===== config.mk =====
export PLATFORM = sky130hd
export DESIGN_NAME = nmea_rmc_field_extractor_core_flat
export DESIGN_NICKNAME = d
export VERILOG_FILES = /design/src/sv/nrmc_pkg.sv /design/src/sv/nrmc_if.sv /design/src/sv/nrmc_ctrl.sv /design/src/sv/nrmc_dp.sv /design/src/sv/nmea_rmc_field_extractor_core.sv /design/src/flat_wrapper.sv
export SDC_FILE = /design/constraint.sdc
export NUM_CORES = 1
export LEC_CHECK = 0
export BUFFER_PORTS_ARGS = -buffer_cell sky130_fd_sc_hd__clkbuf_2
export CORE_ASPECT_RATIO = 0.9
export CORE_MARGIN = 10
export CORE_UTILIZATION = 60
export DETAILED_ROUTE_END_ITERATION = 7
export MAX_ROUTING_LAYER = met4
export PLACE_DENSITY = 0.76
export SKIP_LAST_GASP = 1
export SLEW_MARGIN = 30
export SYNTH_ARGS = -nofsm -noshare
export SYNTH_HDL_FRONTEND = slang
export SYNTH_HIERARCHICAL = 1
export SYNTH_SLANG_ARGS = --single-unit

===== constraint.sdc =====
create_clock -name clock -period 6.6 [get_ports clock]
set_input_delay 0.66 -clock clock [delete_from_list [all_inputs] [get_ports clock]]
set_output_delay 0.66 -clock clock [all_outputs]
set_load 0.03 [all_outputs]

===== src/sv/nrmc_pkg.sv =====
// ----------------------------------------------------------------------------
// NMEA RMC field extractor package
// Character codes, sentence prefix and controller/datapath command types.
// ----------------------------------------------------------------------------
`default_nettype none

package nrmc_pkg;

   // Character codes seen on the byte stream
   localparam logic [7:0] CHAR_NUL     = 8'h00;
   localparam logic [7:0] CHAR_NEWLINE = 8'h0A;
   localparam logic [7:0] CHAR_DOLLAR  = 8'h24;
   localparam logic [7:0] CHAR_COMMA   = 8'h2C;

   // Length of the "$GPRMC" sentence prefix
   localparam logic [2:0] PREFIX_LEN = 3'd6;

   // Character expected at each prefix position
   function automatic logic [7:0] prefix_char(input logic [2:0] idx);
      logic [7:0] c;
      unique case (idx)
         3'd0:    c = CHAR_DOLLAR;
         3'd1:    c = 8'h47;   // G
         3'd2:    c = 8'h50;   // P
         3'd3:    c = 8'h52;   // R
         3'd4:    c = 8'h4D;   // M
         3'd5:    c = 8'h43;   // C
         default: c = CHAR_NUL;
      endcase
      return c;
   endfunction

   // Commands from the controller to the datapath
   typedef struct packed {
      logic take_byte;     // process the accepted input beat
      logic slot_read;     // read the pending and record stores at the current slot
      logic slot_load;     // load the output beat and update the record
      logic slot_advance;  // output beat taken, step to the next slot
      logic line_done;     // run finished, clear the line state
   } ctrl_cmd_type;

   // Status from the datapath to the controller
   typedef struct packed {
      logic is_newline;    // input byte ends the line
      logic slot_last;     // current slot is the final one of the record
   } dp_status_type;

endpackage

`default_nettype wire


===== src/sv/nrmc_if.sv =====
// ----------------------------------------------------------------------------
// NMEA RMC field extractor channels
// Valid/ready channels for the byte input and the record slot output.
// ----------------------------------------------------------------------------
`default_nettype none

interface nrmc_req_if;
   logic       valid;
   logic       ready;
   logic [7:0] rx_byte;

   modport source (output valid, output rx_byte, input ready);
   modport sink   (input valid, input rx_byte, output ready);
endinterface

interface nrmc_rsp_if;
   logic       valid;
   logic       ready;
   logic       matched;
   logic [1:0] field_id;
   logic [3:0] char_pos;
   logic [7:0] char_value;
   logic       run_last;

   modport source (output valid, output matched, output field_id, output char_pos,
                   output char_value, output run_last, input ready);
   modport sink   (input valid, input matched, input field_id, input char_pos,
                   input char_value, input run_last, output ready);
endinterface

`default_nettype wire


===== src/sv/nrmc_ctrl.sv =====
// ----------------------------------------------------------------------------
// NMEA RMC field extractor controller
// Sequences byte intake and the per-slot read, load and send of a record run.
// ----------------------------------------------------------------------------
`default_nettype none

module nrmc_ctrl (
   input  wire logic                   clock,
   input  wire logic                   reset,
   input  wire logic                   req_valid,
   output logic                        req_ready,
   output logic                        rsp_valid,
   input  wire logic                   rsp_ready,
   output nrmc_pkg::ctrl_cmd_type      cmd,
   input  wire nrmc_pkg::dp_status_type status
);
   import nrmc_pkg::*;

   typedef enum logic [1:0] {
      ST_IDLE,
      ST_READ,
      ST_LOAD,
      ST_SEND
   } state_type;

   state_type state_ff;
   logic      req_ready_ff;
   logic      rsp_valid_ff;

   // Decode commands from the current state
   always_comb begin
      cmd              = '0;
      cmd.take_byte    = (state_ff == ST_IDLE) && req_valid && req_ready_ff;
      cmd.slot_read    = (state_ff == ST_READ);
      cmd.slot_load    = (state_ff == ST_LOAD);
      cmd.slot_advance = (state_ff == ST_SEND) && rsp_ready;
      cmd.line_done    = (state_ff == ST_SEND) && rsp_ready && status.slot_last;
   end

   // Hold state and the registered handshake outputs
   always_ff @(posedge clock) begin
      if (reset) begin
         state_ff     <= ST_IDLE;
         req_ready_ff <= 1'b0;
         rsp_valid_ff <= 1'b0;
      end else begin
         unique case (state_ff)
            ST_IDLE: begin
               req_ready_ff <= 1'b1;
               if (req_valid && req_ready_ff && status.is_newline) begin
                  req_ready_ff <= 1'b0;
                  state_ff     <= ST_READ;
               end
            end
            ST_READ: begin
               state_ff <= ST_LOAD;
            end
            ST_LOAD: begin
               rsp_valid_ff <= 1'b1;
               state_ff     <= ST_SEND;
            end
            ST_SEND: begin
               if (rsp_ready) begin
                  rsp_valid_ff <= 1'b0;
                  if (status.slot_last) begin
                     req_ready_ff <= 1'b1;
                     state_ff     <= ST_IDLE;
                  end else begin
                     state_ff <= ST_READ;
                  end
               end
            end
            default: begin
               state_ff <= ST_IDLE;
            end
         endcase
      end
   end

   assign req_ready = req_ready_ff;
   assign rsp_valid = rsp_valid_ff;

endmodule

`default_nettype wire


===== src/sv/nrmc_dp.sv =====
// ----------------------------------------------------------------------------
// NMEA RMC field extractor datapath
// Line tokenizer, pending and record character stores, slot output register.
// ----------------------------------------------------------------------------
`default_nettype none

module nrmc_dp #(
   parameter int LINE_MAX    = 255,
   parameter int COORD_CHARS = 15,
   parameter int HEMI_CHARS  = 1
) (
   input  wire logic                    clock,
   input  wire logic                    reset,
   input  wire nrmc_pkg::ctrl_cmd_type  cmd,
   output nrmc_pkg::dp_status_type      status,
   input  wire logic [7:0]              rx_byte,
   output logic                         matched,
   output logic [1:0]                   field_id,
   output logic [3:0]                   char_pos,
   output logic [7:0]                   char_value,
   output logic                         run_last
);
   import nrmc_pkg::*;

   // Record layout; COORD_CHARS must be the widest field, the block does not enforce it
   localparam int SLOTS = 2 * COORD_CHARS + 2 * HEMI_CHARS;
   localparam int SAW   = $clog2(SLOTS);
   localparam int LPW   = $clog2(LINE_MAX + 1);
   localparam int CW    = $clog2(COORD_CHARS + 1);
   localparam int PW    = $clog2(COORD_CHARS);

   localparam logic [SAW-1:0] BASE_NS = SAW'(COORD_CHARS);
   localparam logic [SAW-1:0] BASE_LO = SAW'(COORD_CHARS + HEMI_CHARS);
   localparam logic [SAW-1:0] BASE_EW = SAW'(2 * COORD_CHARS + HEMI_CHARS);
   localparam logic [SAW-1:0] SLOT_END = SAW'(SLOTS - 1);
   localparam logic [LPW-1:0] LINE_END = LPW'(LINE_MAX);

   function automatic logic [SAW-1:0] field_base(input logic [1:0] f);
      logic [SAW-1:0] b;
      unique case (f)
         2'd0:    b = '0;
         2'd1:    b = BASE_NS;
         2'd2:    b = BASE_LO;
         default: b = BASE_EW;
      endcase
      return b;
   endfunction

   function automatic logic [CW-1:0] field_size(input logic [1:0] f);
      return f[0] ? CW'(HEMI_CHARS) : CW'(COORD_CHARS);
   endfunction

   function automatic logic [PW-1:0] field_last(input logic [1:0] f);
      return f[0] ? PW'(HEMI_CHARS - 1) : PW'(COORD_CHARS - 1);
   endfunction

   // Line state
   logic [LPW-1:0] line_pos_ff, line_pos_in;
   logic [2:0]     prog_ff, prog_in;
   logic           ok_ff, ok_in;
   logic [3:0]     tok_ff, tok_in;
   logic           inside_ff, inside_in;
   logic           ended_ff, ended_in;
   logic [CW-1:0]  cit_ff, cit_in;
   logic [3:0]     seen_ff, seen_in;
   logic [CW-1:0]  len_ff [4];
   logic [CW-1:0]  len_in [4];

   // Record and slot state
   logic [3:0]     rec_valid_ff, rec_valid_in;
   logic [SAW-1:0] slot_ff, slot_in;
   logic [1:0]     fld_ff, fld_in;
   logic [PW-1:0]  pos_ff, pos_in;

   // Stores and their registered read data
   logic [7:0]     pend_mem [SLOTS];
   logic [7:0]     rec_mem  [SLOTS];
   logic [7:0]     pend_rd_ff;
   logic [7:0]     rec_rd_ff;
   logic           pend_we;
   logic [SAW-1:0] pend_addr;
   logic           rec_we;
   logic [7:0]     slot_value;
   logic [PW+3:0]  pos_ext;

   // Output beat registers
   logic           matched_ff;
   logic [1:0]     field_id_ff;
   logic [3:0]     char_pos_ff;
   logic [7:0]     char_value_ff;
   logic           run_last_ff;

   assign status.is_newline = (rx_byte == CHAR_NEWLINE);
   assign status.slot_last  = (slot_ff == SLOT_END);

   // Tokenize the accepted byte, or clear the line at the end of a run
   always_comb begin
      line_pos_in = line_pos_ff;
      prog_in     = prog_ff;
      ok_in       = ok_ff;
      tok_in      = tok_ff;
      inside_in   = inside_ff;
      ended_in    = ended_ff;
      cit_in      = cit_ff;
      seen_in     = seen_ff;
      len_in      = len_ff;
      pend_we     = 1'b0;
      pend_addr   = '0;
      if (cmd.take_byte) begin
         // restart the line on a dollar sign
         if (rx_byte == CHAR_DOLLAR) begin
            line_pos_in = '0;
            prog_in     = '0;
            ok_in       = 1'b0;
            tok_in      = '0;
            inside_in   = 1'b0;
            ended_in    = 1'b0;
            cit_in      = '0;
            seen_in     = '0;
         end
         if (line_pos_in < LINE_END) begin
            if (!ended_in) begin
               if (rx_byte == CHAR_NUL) begin
                  ended_in = 1'b1;
               end else begin
                  // track the sentence prefix
                  if ((line_pos_in < LPW'(PREFIX_LEN)) && (prog_in == line_pos_in[2:0]) &&
                      (rx_byte == prefix_char(line_pos_in[2:0]))) begin
                     prog_in = prog_in + 3'd1;
                     if (prog_in == PREFIX_LEN) begin
                        ok_in = 1'b1;
                     end
                  end
                  if (rx_byte == CHAR_COMMA) begin
                     inside_in = 1'b0;
                  end else begin
                     // open a new token
                     if (!inside_in) begin
                        inside_in = 1'b1;
                        if (tok_in != 4'd15) begin
                           tok_in = tok_in + 4'd1;
                        end
                        cit_in = '0;
                        if (tok_in[3:2] == 2'b01) begin
                           seen_in[tok_in[1:0]] = 1'b1;
                           len_in[tok_in[1:0]]  = '0;
                        end
                     end
                     // store the character of a kept field
                     if ((tok_in[3:2] == 2'b01) && (cit_in < field_size(tok_in[1:0]))) begin
                        pend_we   = 1'b1;
                        pend_addr = field_base(tok_in[1:0]) + SAW'(cit_in);
                        cit_in    = cit_in + CW'(1);
                        len_in[tok_in[1:0]] = cit_in;
                     end
                  end
               end
            end
            line_pos_in = line_pos_in + LPW'(1);
         end
      end else if (cmd.line_done) begin
         line_pos_in = '0;
         prog_in     = '0;
         ok_in       = 1'b0;
         tok_in      = '0;
         inside_in   = 1'b0;
         ended_in    = 1'b0;
         cit_in      = '0;
         seen_in     = '0;
      end
   end

   // Pick the slot value: fresh field from this line, else the stored record
   always_comb begin
      if (ok_ff && seen_ff[fld_ff]) begin
         slot_value = (CW'(pos_ff) < len_ff[fld_ff]) ? pend_rd_ff : CHAR_NUL;
      end else begin
         slot_value = rec_valid_ff[fld_ff] ? rec_rd_ff : CHAR_NUL;
      end
      rec_we       = cmd.slot_load && ok_ff && seen_ff[fld_ff];
      rec_valid_in = rec_valid_ff;
      if (rec_we) begin
         rec_valid_in[fld_ff] = 1'b1;
      end
      pos_ext = {4'b0000, pos_ff};
   end

   // Step through the record slots
   always_comb begin
      slot_in = slot_ff;
      fld_in  = fld_ff;
      pos_in  = pos_ff;
      if (cmd.slot_advance) begin
         if (slot_ff == SLOT_END) begin
            slot_in = '0;
            fld_in  = '0;
            pos_in  = '0;
         end else begin
            slot_in = slot_ff + SAW'(1);
            if (pos_ff == field_last(fld_ff)) begin
               pos_in = '0;
               fld_in = fld_ff + 2'd1;
            end else begin
               pos_in = pos_ff + PW'(1);
            end
         end
      end
   end

   // Hold line, record and slot control state
   always_ff @(posedge clock) begin
      if (reset) begin
         line_pos_ff  <= '0;
         prog_ff      <= '0;
         ok_ff        <= 1'b0;
         tok_ff       <= '0;
         inside_ff    <= 1'b0;
         ended_ff     <= 1'b0;
         cit_ff       <= '0;
         seen_ff      <= '0;
         rec_valid_ff <= '0;
         slot_ff      <= '0;
         fld_ff       <= '0;
         pos_ff       <= '0;
      end else begin
         line_pos_ff  <= line_pos_in;
         prog_ff      <= prog_in;
         ok_ff        <= ok_in;
         tok_ff       <= tok_in;
         inside_ff    <= inside_in;
         ended_ff     <= ended_in;
         cit_ff       <= cit_in;
         seen_ff      <= seen_in;
         rec_valid_ff <= rec_valid_in;
         slot_ff      <= slot_in;
         fld_ff       <= fld_in;
         pos_ff       <= pos_in;
      end
   end

   // Field lengths are only read behind a seen bit
   always_ff @(posedge clock) begin
      len_ff <= len_in;
   end

   // Pending store: written by the tokenizer, read during the run
   always_ff @(posedge clock) begin
      if (pend_we) begin
         pend_mem[pend_addr] <= rx_byte;
      end
      if (cmd.slot_read) begin
         pend_rd_ff <= pend_mem[slot_ff];
      end
   end

   // Record store: read and rewritten one slot at a time during the run
   always_ff @(posedge clock) begin
      if (rec_we) begin
         rec_mem[slot_ff] <= slot_value;
      end
      if (cmd.slot_read) begin
         rec_rd_ff <= rec_mem[slot_ff];
      end
   end

   // Load the output beat
   always_ff @(posedge clock) begin
      if (cmd.slot_load) begin
         matched_ff    <= ok_ff;
         field_id_ff   <= fld_ff;
         char_pos_ff   <= pos_ext[3:0];
         char_value_ff <= slot_value;
         run_last_ff   <= (slot_ff == SLOT_END);
      end
   end

   assign matched    = matched_ff;
   assign field_id   = field_id_ff;
   assign char_pos   = char_pos_ff;
   assign char_value = char_value_ff;
   assign run_last   = run_last_ff;

endmodule

`default_nettype wire


===== src/sv/nmea_rmc_field_extractor_core.sv =====
// ----------------------------------------------------------------------------
// NMEA RMC field extractor core
// Parses $GPRMC sentences from a byte stream and replays the position record.
// ----------------------------------------------------------------------------
// Usage:
//   req_if carries one received character per beat (rx_byte). A '$' restarts
//   the line; a newline ends it. Tokens four to seven of a $GPRMC line
//   (latitude, N/S, longitude, E/W) overwrite the stored record.
//   rsp_if carries one beat per record slot after every newline:
//   2*COORD_CHARS + 2*HEMI_CHARS beats (32 at defaults), run_last on the
//   final one, matched set on all of them when the line carried the $GPRMC prefix.
// Timing:
//   A byte other than newline leaves req_if ready.
//   After a newline beat req_if drops ready for the run. The controller then
//   steps the slots one at a time, each through the store read, output load
//   and send states, since the store reads are registered. req_if is ready
//   again in the cycle after the final beat is taken. A stalled rsp_if holds
//   the current beat and pauses the run.
// Reset:
//   Synchronous, active high; clears the line state and the record to zero.
// ----------------------------------------------------------------------------
`default_nettype none

module nmea_rmc_field_extractor_core #(
   parameter int LINE_MAX    = 255,
   parameter int COORD_CHARS = 15,
   parameter int HEMI_CHARS  = 1
) (
   input  wire logic  clock,
   input  wire logic  reset,
   nrmc_req_if.sink   req_if,
   nrmc_rsp_if.source rsp_if
);
   import nrmc_pkg::*;

   ctrl_cmd_type  cmd;
   dp_status_type status;
   logic          req_ready;
   logic          rsp_valid;

   // Controller
   nrmc_ctrl u_ctrl (
      .clock     (clock),
      .reset     (reset),
      .req_valid (req_if.valid),
      .req_ready (req_ready),
      .rsp_valid (rsp_valid),
      .rsp_ready (rsp_if.ready),
      .cmd       (cmd),
      .status    (status)
   );

   // Datapath
   nrmc_dp #(
      .LINE_MAX    (LINE_MAX),
      .COORD_CHARS (COORD_CHARS),
      .HEMI_CHARS  (HEMI_CHARS)
   ) u_dp (
      .clock      (clock),
      .reset      (reset),
      .cmd        (cmd),
      .status     (status),
      .rx_byte    (req_if.rx_byte),
      .matched    (rsp_if.matched),
      .field_id   (rsp_if.field_id),
      .char_pos   (rsp_if.char_pos),
      .char_value (rsp_if.char_value),
      .run_last   (rsp_if.run_last)
   );

   assign req_if.ready = req_ready;
   assign rsp_if.valid = rsp_valid;

endmodule

`default_nettype wire


===== src/flat_wrapper.sv =====
// flat-port wrapper written by rule: the top's interface ports become plain ports
module nmea_rmc_field_extractor_core_flat import nrmc_pkg::*;
#(
   parameter int LINE_MAX    = 255,
   parameter int COORD_CHARS = 15,
   parameter int HEMI_CHARS  = 1
)
  (clock, reset, req_if_valid, req_if_rx_byte, req_if_ready, rsp_if_valid, rsp_if_matched, rsp_if_field_id, rsp_if_char_pos, rsp_if_char_value, rsp_if_run_last, rsp_if_ready);
  nrmc_req_if req_if_i ();
  nrmc_rsp_if rsp_if_i ();
  input  wire logic clock;
  input  wire logic reset;
  input wire logic [$bits(req_if_i.valid)-1:0] req_if_valid;
  input wire logic [$bits(req_if_i.rx_byte)-1:0] req_if_rx_byte;
  output wire logic [$bits(req_if_i.ready)-1:0] req_if_ready;
  output wire logic [$bits(rsp_if_i.valid)-1:0] rsp_if_valid;
  output wire logic [$bits(rsp_if_i.matched)-1:0] rsp_if_matched;
  output wire logic [$bits(rsp_if_i.field_id)-1:0] rsp_if_field_id;
  output wire logic [$bits(rsp_if_i.char_pos)-1:0] rsp_if_char_pos;
  output wire logic [$bits(rsp_if_i.char_value)-1:0] rsp_if_char_value;
  output wire logic [$bits(rsp_if_i.run_last)-1:0] rsp_if_run_last;
  input wire logic [$bits(rsp_if_i.ready)-1:0] rsp_if_ready;
  assign req_if_i.valid = req_if_valid;
  assign req_if_i.rx_byte = req_if_rx_byte;
  assign req_if_ready = req_if_i.ready;
  assign rsp_if_valid = rsp_if_i.valid;
  assign rsp_if_matched = rsp_if_i.matched;
  assign rsp_if_field_id = rsp_if_i.field_id;
  assign rsp_if_char_pos = rsp_if_i.char_pos;
  assign rsp_if_char_value = rsp_if_i.char_value;
  assign rsp_if_run_last = rsp_if_i.run_last;
  assign rsp_if_i.ready = rsp_if_ready;
  nmea_rmc_field_extractor_core #(.LINE_MAX(LINE_MAX), .COORD_CHARS(COORD_CHARS), .HEMI_CHARS(HEMI_CHARS)) u_core (.clock(clock), .reset(reset), .req_if(req_if_i), .rsp_if(rsp_if_i));
endmodule

==> results of run 1 <==
==> state kept, by name (all words and copies together) (netlist names), 2 cells and up <==
name                      flops
u_core/u_dp/seen_ff           4
u_core/u_dp/rec_rd_ff         8
u_core/u_dp/pos_ff            4
u_core/u_dp/slot_ff           5
u_core/u_dp/pend_rd_ff        8
u_core/u_dp/len_ff           16
u_core/u_dp/fld_ff            2
u_core/u_dp/prog_ff           3
u_core/u_dp/rec_valid_ff      4
u_core/u_dp/char_value        8
u_core/u_dp/field_id          2
u_core/u_dp/tok_ff            4
u_core/u_dp/pend_mem        256
u_core/u_dp/line_pos_ff       8
u_core/u_dp/char_pos          4
u_core/u_dp/rec_mem         256
u_core/u_dp/cit_ff            4
u_core/u_ctrl/state_ff        2
==> power breakdown <==
part           total, mW  switching, mW  internal (mW)
logic              0.130         0.0927         0.0376
clock network       3.16           1.35           1.81
registers           4.16        0.00679           4.16
==> worst max-delay path, stage by stage <==
cell and delay [ps]:
clkbuf_2 90, nor4_1 460, nand2_1 170, nand2_1 180, inv_1 80, ha_1 290, a31oi_1 410, xnor2_1 220
nand2_1 220, ha_1 440, a21o_1 180, a21oi_1 160, o21ai_2 90, a31oi_2 490, nand4b_1 630, nor2_1 820
==> synth_stat cells (3+ instances only) <==
master / instances / area [µm²]
and3b_1: 3 / 26.3
nor2_1: 111 / 417
or4_1: 4 / 30.0
xnor2_1: 9 / 78.8
a21o_1: 6 / 45.0
a31oi_1: 8 / 50.1
mux2_2: 3 / 33.8
o211ai_1: 5 / 37.5
buf_2: 4 / 20.0
nand4b_1: 4 / 35.0
a22o_1: 8 / 70.1
nor3b_1: 5 / 37.5
nand2b_1: 10 / 62.6
o22ai_1: 4 / 25.0
dfxtp_1: 45 / 901
or2_2: 6 / 37.5
nand2_1: 44 / 165
nor4_1: 3 / 18.8
or3_1: 7 / 43.8
o21a_1: 7 / 52.6
a2bb2oi_1: 3 / 26.3
nor2b_1: 5 / 31.3
and3_1: 11 / 68.8
xor2_1: 9 / 78.8
buf_6: 3 / 33.8
mux2i_1: 16 / 160
ha_1: 38 / 475
buf_1: 19 / 71.3
nand3b_1: 5 / 37.5
clkbuf_1: 51 / 191
a31o_2: 5 / 43.8
a211oi_1: 9 / 67.6
edfxtp_1: 560 / 16800
inv_1: 26 / 97.6
o21ai_0: 19 / 95.1
nand4_1: 30 / 188
mux4_2: 134 / 3020
nand3_1: 22 / 110
nor3_1: 16 / 80.1
a21oi_1: 38 / 190
and2_1: 8 / 50.1
a22oi_1: 70 / 526
==> path summary, 6_finish.rpt <==
check	start	endpoint	cells past startpoint	slack, ps
min	u_core/u_dp/rec_valid_ff[3]$_SDFFE_PP0P_	u_core/u_dp/rec_valid_ff[3]$_SDFFE_PP0P_	2	470
min reg2reg	u_core/u_dp/rec_valid_ff[3]$_SDFFE_PP0P_	u_core/u_dp/rec_valid_ff[3]$_SDFFE_PP0P_	2	470
max reg2reg	u_core/u_dp/tok_ff[0]$_SDFFE_PP0P_	u_core/u_dp/pend_mem[2][3]$_DFFE_PP_	13	1710
max	req_if_rx_byte[4]	u_core/u_dp/pend_mem[2][3]$_DFFE_PP_	16	1240
==> layer usage <==
metal | vias up | wire (µm) | global-route usage
li1 | 5904 | - | -
met1 | 6989 | 22600 | 0.312
met2 | 774 | 26400 | 0.348
met3 | 85 | 4970 | 0.0354
met4 | 0 | 1060 | 0.0541
met5 | - | 0 | -
==> logic make-up after synthesis <==
| logic type | count (synthesis) | share of synthesized area |
|---|---|---|
| xor+xnor | 18 | 0.00629 |
| compound gates | 208 | 0.0594 |
| simple gates | 308 | 0.0631 |
| flops | 605 | 0.707 |
| mux | 153 | 0.128 |
| buf+inv | 103 | 0.0165 |
| fa+ha+maj | 39 | 0.0198 |
==> cell type report <==
type	count	area (µm²)
fillers	2596	13400
clock buffers	81	1580
inverters	26	97.6
well taps	540	676
clock inverters	21	225
repair buffers	54	385
multi-input cells	726	6950
flip-flops and latches	605	17700
==> flow_summary.yaml, run 1 <==
die:
  dieArea_um2: 50400
  start_util: 0.611
  die-width_um: 235
  die_y_um: 214
  io_pins: 30
  rows: 70
  core-area_um2: 41000
clock_network:
  post_cts_buffers: 0
  cts.repair.resized: 0
  clkTransAtPathRegs_ps: 60
  cts_buffer_depth: 3
  worstSkewPairLatency_ps: 610
  h-tree-depth: 2
  clock-root-buffer: "clkbuf_16"
  cts_buffers: 56
  cts_hold_buf: 0
  tritoncts: "yes"
  cts.sinks: 605
final_layout:
  final_common_cell: "edfxtp_1"
  layout_common_cells: "edfxtp_1 (560), mux4_2 (134), nor2_1 (111)"
  diodes: 0
  final_util: 0.674
  finalInstanceArea_um2: 27600
  finalNonFillerCells: 2053
  drive_gt1_frac: 0.202
  nNetsFinal: 1520
  syn2layout_area_growth_pct: 10.3
yosys:
  synth_nets: 1485
  ys_seq_area_frac: 0.707
  ys_ff_latch: 605
  syn-cell-area_um2: 25100
  yosysUniqueCellTypes: 76
  ys_warn_count: 6
  synth_flop_cell: "edfxtp_1"
  syn_avg_cell_area_um2: 17.5
  syn_inst: 1434
  synth_enable_flop_cells: 560
  ys_async_sr_fraction: 0
routing:
  via_per_inst: 6.70
  first_pass_iters: 6
  drc: 0
  drt_wl_total_mm: 55.0
  ant_nets: 0
  wl_per_cell_um: 26.8
  first_iter_violations: 1743
  vias: 13800
worst_setup_path:
  critPathCaptureType: "flop"
  worstPathArrival_ps: 5600
  path_max_fanout: 11
  crit_type: "in -> reg"
  worstSetupStartpointType: "primary input"
  crit_required_ps: 6840
sta:
  finalSetupViolCount: 0
  post-route-period-util: 0.812
  slew_viol_final: 0
  skew_ps: 14.9
  hold_slack_ps: 467
  relSlewSlack: 0.359
  max_freq_ghz: 0.187
  finalSetupTns_ps: 0
  tightest_slew_ps: 961
  final-hold-violation-count: 0
  setup_slack_ps: 1240
  period_needed_ps: 5360
  rsz0062_at_grt: "false"
power:
  fin_total_pwr_mw: 7.46
  leakage_nw: 8.39
  power.density_nw_per_um2: 270
  irDropWorstVdd_mv: 0.332
grt:
  grt_max_degree: 71
  grt_overflow: 0
  grt_use_total: 0.224
  grt_pass1_wl_mm: 84.1
  grt_pass1_vias: 13500
  antenna_found_initial: 0
placement:
  post-place-cells: 1950
  place_hpwl_mm: 33.5
  port_buffers: 29
  place_area_um2: 25800
  dp_slack_ps: 750
  gp_congestion: 0.847
hold_path:
  hold_path_class: "reg -> reg"
flow_run:
  drv_cap: 0
outcome:
  outcome: "completed"
Power figures use the tool's default switching activity.
==> run 2: changes to the inputs <==
clock period = 5 ns   (was 6.6 ns; I/O delays follow)
==> run 2 against run 1 <==
Net effect:
- first-iteration DRC count down 12%
- die area stayed put
- critical endpoint is now u_core/u_dp/pend_mem[5][3]$_DFFE_PP_
- critical path depth unchanged
- clock power grew 40%
- cell area up 1.3%
- setup slack got worse by 810 ps
- via count grew 0.32%
- hold slack got worse by 160 ps
- routed wire length increased by 1.5%
==> flow_summary.yaml, run 2 (synthesis results as in run 1) <==
outcome:
  outcome: "completed"
clock_network:
  cts_buffer_depth: 3
  h-tree-depth: 2
  post_cts_buffers: 0
  clock-root-buffer: "clkbuf_16"
  cts_hold_buf: 0
  clkTransAtPathRegs_ps: 60
  tritoncts: "yes"
  worstSkewPairLatency_ps: 630
  cts.sinks: 605
  cts.repair.resized: 0
  cts_buffers: 58
die:
  die_y_um: 214
  io_pins: 30
  rows: 70
  start_util: 0.611
  dieArea_um2: 50400
  core-area_um2: 41000
  die-width_um: 235
power:
  fin_total_pwr_mw: 10.1
  power.density_nw_per_um2: 361
  leakage_nw: 8.52
  irDropWorstVdd_mv: 0.281
final_layout:
  finalNonFillerCells: 2076
  finalInstanceArea_um2: 28000
  top_regs: "u_core/u_dp/pend_mem: 256 flops, u_core/u_dp/rec_mem: 256 flops, u_core/u_dp/len_ff: 16 flops"
  nNetsFinal: 1537
  layout_common_cells: "edfxtp_1 (560), mux4_2 (134), nor2_1 (80)"
  syn2layout_area_growth_pct: 11.7
  final_common_cell: "edfxtp_1"
  drive_gt1_frac: 0.233
placement:
  place_area_um2: 26100
  post-place-cells: 1966
  place_hpwl_mm: 34.3
  gp_congestion: 0.879
  dp_slack_ps: -132
  port_buffers: 29
worst_setup_path:
  ff2ff_path_depth: 13
  worstPathArrival_ps: 4840
  crit_path_end: "u_core/u_dp/pend_mem[5][3]$_DFFE_PP_"
  worstSetupStartpointType: "primary input"
  r2r_start: "u_core/u_dp/tok_ff[0]$_SDFFE_PP0P_"
  r2r-end: "u_core/u_dp/pend_mem[5][3]$_DFFE_PP_"
  startpoint: "req_if_rx_byte[5]"
  path_max_fanout: 18
  critPathCaptureType: "flop"
  crit_type: "in -> reg"
  r2r_setup_slack_ps: 910
  crit_required_ps: 5260
routing:
  ant_nets: 0
  via_per_inst: 6.65
  first_iter_violations: 1536
  drt_wl_total_mm: 55.9
  drc: 0
  first_pass_iters: 5
  vias: 13800
  wl_per_cell_um: 26.9
sta:
  tightest_slew_ps: 933
  max_freq_ghz: 0.219
  final-hold-violation-count: 0
  post-route-period-util: 0.915
  finalSetupViolCount: 0
  skew_ps: 27.1
  setup_slack_ps: 425
  relSlewSlack: 0.378
  hold_slack_ps: 312
  slew_viol_final: 0
  rsz0062_at_grt: "false"
  period_needed_ps: 4570
grt:
  antenna_found_initial: 1
  grt_overflow: 0
  grt_pass1_wl_mm: 85.9
  grt_pass1_vias: 13800
  grt_max_degree: 60
  grt_use_total: 0.230
flow_run:
  drv_cap: 0
hold_path:
  hold_path_class: "in -> reg"
[run 2: changes by cell type in the layout (fill, tap and decap cells not counted), sizes merged]
cell	delta
buf	+15
bufinv	+3
clkbuf	-3
clkinv	+8
clkinvlp	-1
diode	+1
[run 2: cell type report]
class	count	area, µm²
repair buffers	69	458
flip-flops and latches	605	17700
clock buffers	78	1570
multi-input cells	726	7120
fillers	2617	13000
well taps	540	676
clock inverters	31	352
diodes	1	2.50
inverters	26	97.6
[run 2: critical path, stage by stage]
cell and delay, ps:
clkbuf_2 180, nor4bb_1 540, nand2_1 210, nand2_1 180
inv_1 80, ha_1 210, a31oi_2 290, xnor2_2 170
nand2_2 140, ha_1 420, a21o_1 190, a21oi_1 160
o21ai_2 100, a31oi_4 450, nand4_1 450, nor2_2 530
[run 2: how the worst min path moves through the flow]
stage,from,end,slack [ps],cells past startpoint
after floorplan,u_core/u_dp/rec_valid_ff[2]$_SDFFE_PP0P_,u_core/u_dp/rec_valid_ff[2]$_SDFFE_PP0P_,430,2
after global placement,u_core/u_dp/rec_valid_ff[3]$_SDFFE_PP0P_,u_core/u_dp/rec_valid_ff[3]$_SDFFE_PP0P_,450,2
after detailed placement,u_core/u_dp/rec_valid_ff[1]$_SDFFE_PP0P_,u_core/u_dp/rec_valid_ff[1]$_SDFFE_PP0P_,460,2
after CTS,rsp_if_ready,u_core/u_ctrl/rsp_valid$_SDFFE_PP0P_,290,3
after global routing,rsp_if_ready,u_core/u_ctrl/rsp_valid$_SDFFE_PP0P_,350,3
final,rsp_if_ready,u_core/u_ctrl/rsp_valid$_SDFFE_PP0P_,310,3
[run 2: power by group]
part           internal [mW]  switching (mW)
clock                   2.57            1.86
combinational         0.0514           0.123
sequential              5.49         0.00966
[run 2: per-stage QoR]
stage,utilization,TNS [ps]
floorplan,-,0
global placement,0.636,0
detailed placement,0.636,-7320
CTS,0.683,0
global route,0.683,0
finish,0.683,0
[run 2: routing by layer]
metal	vias up	routed length [µm]	global-route usage
met4	0	1330	0.0716
met2	690	26500	0.352
met1	7091	22900	0.313
met3	88	5140	0.0431
met5	-	0	-
li1	5927	-	-
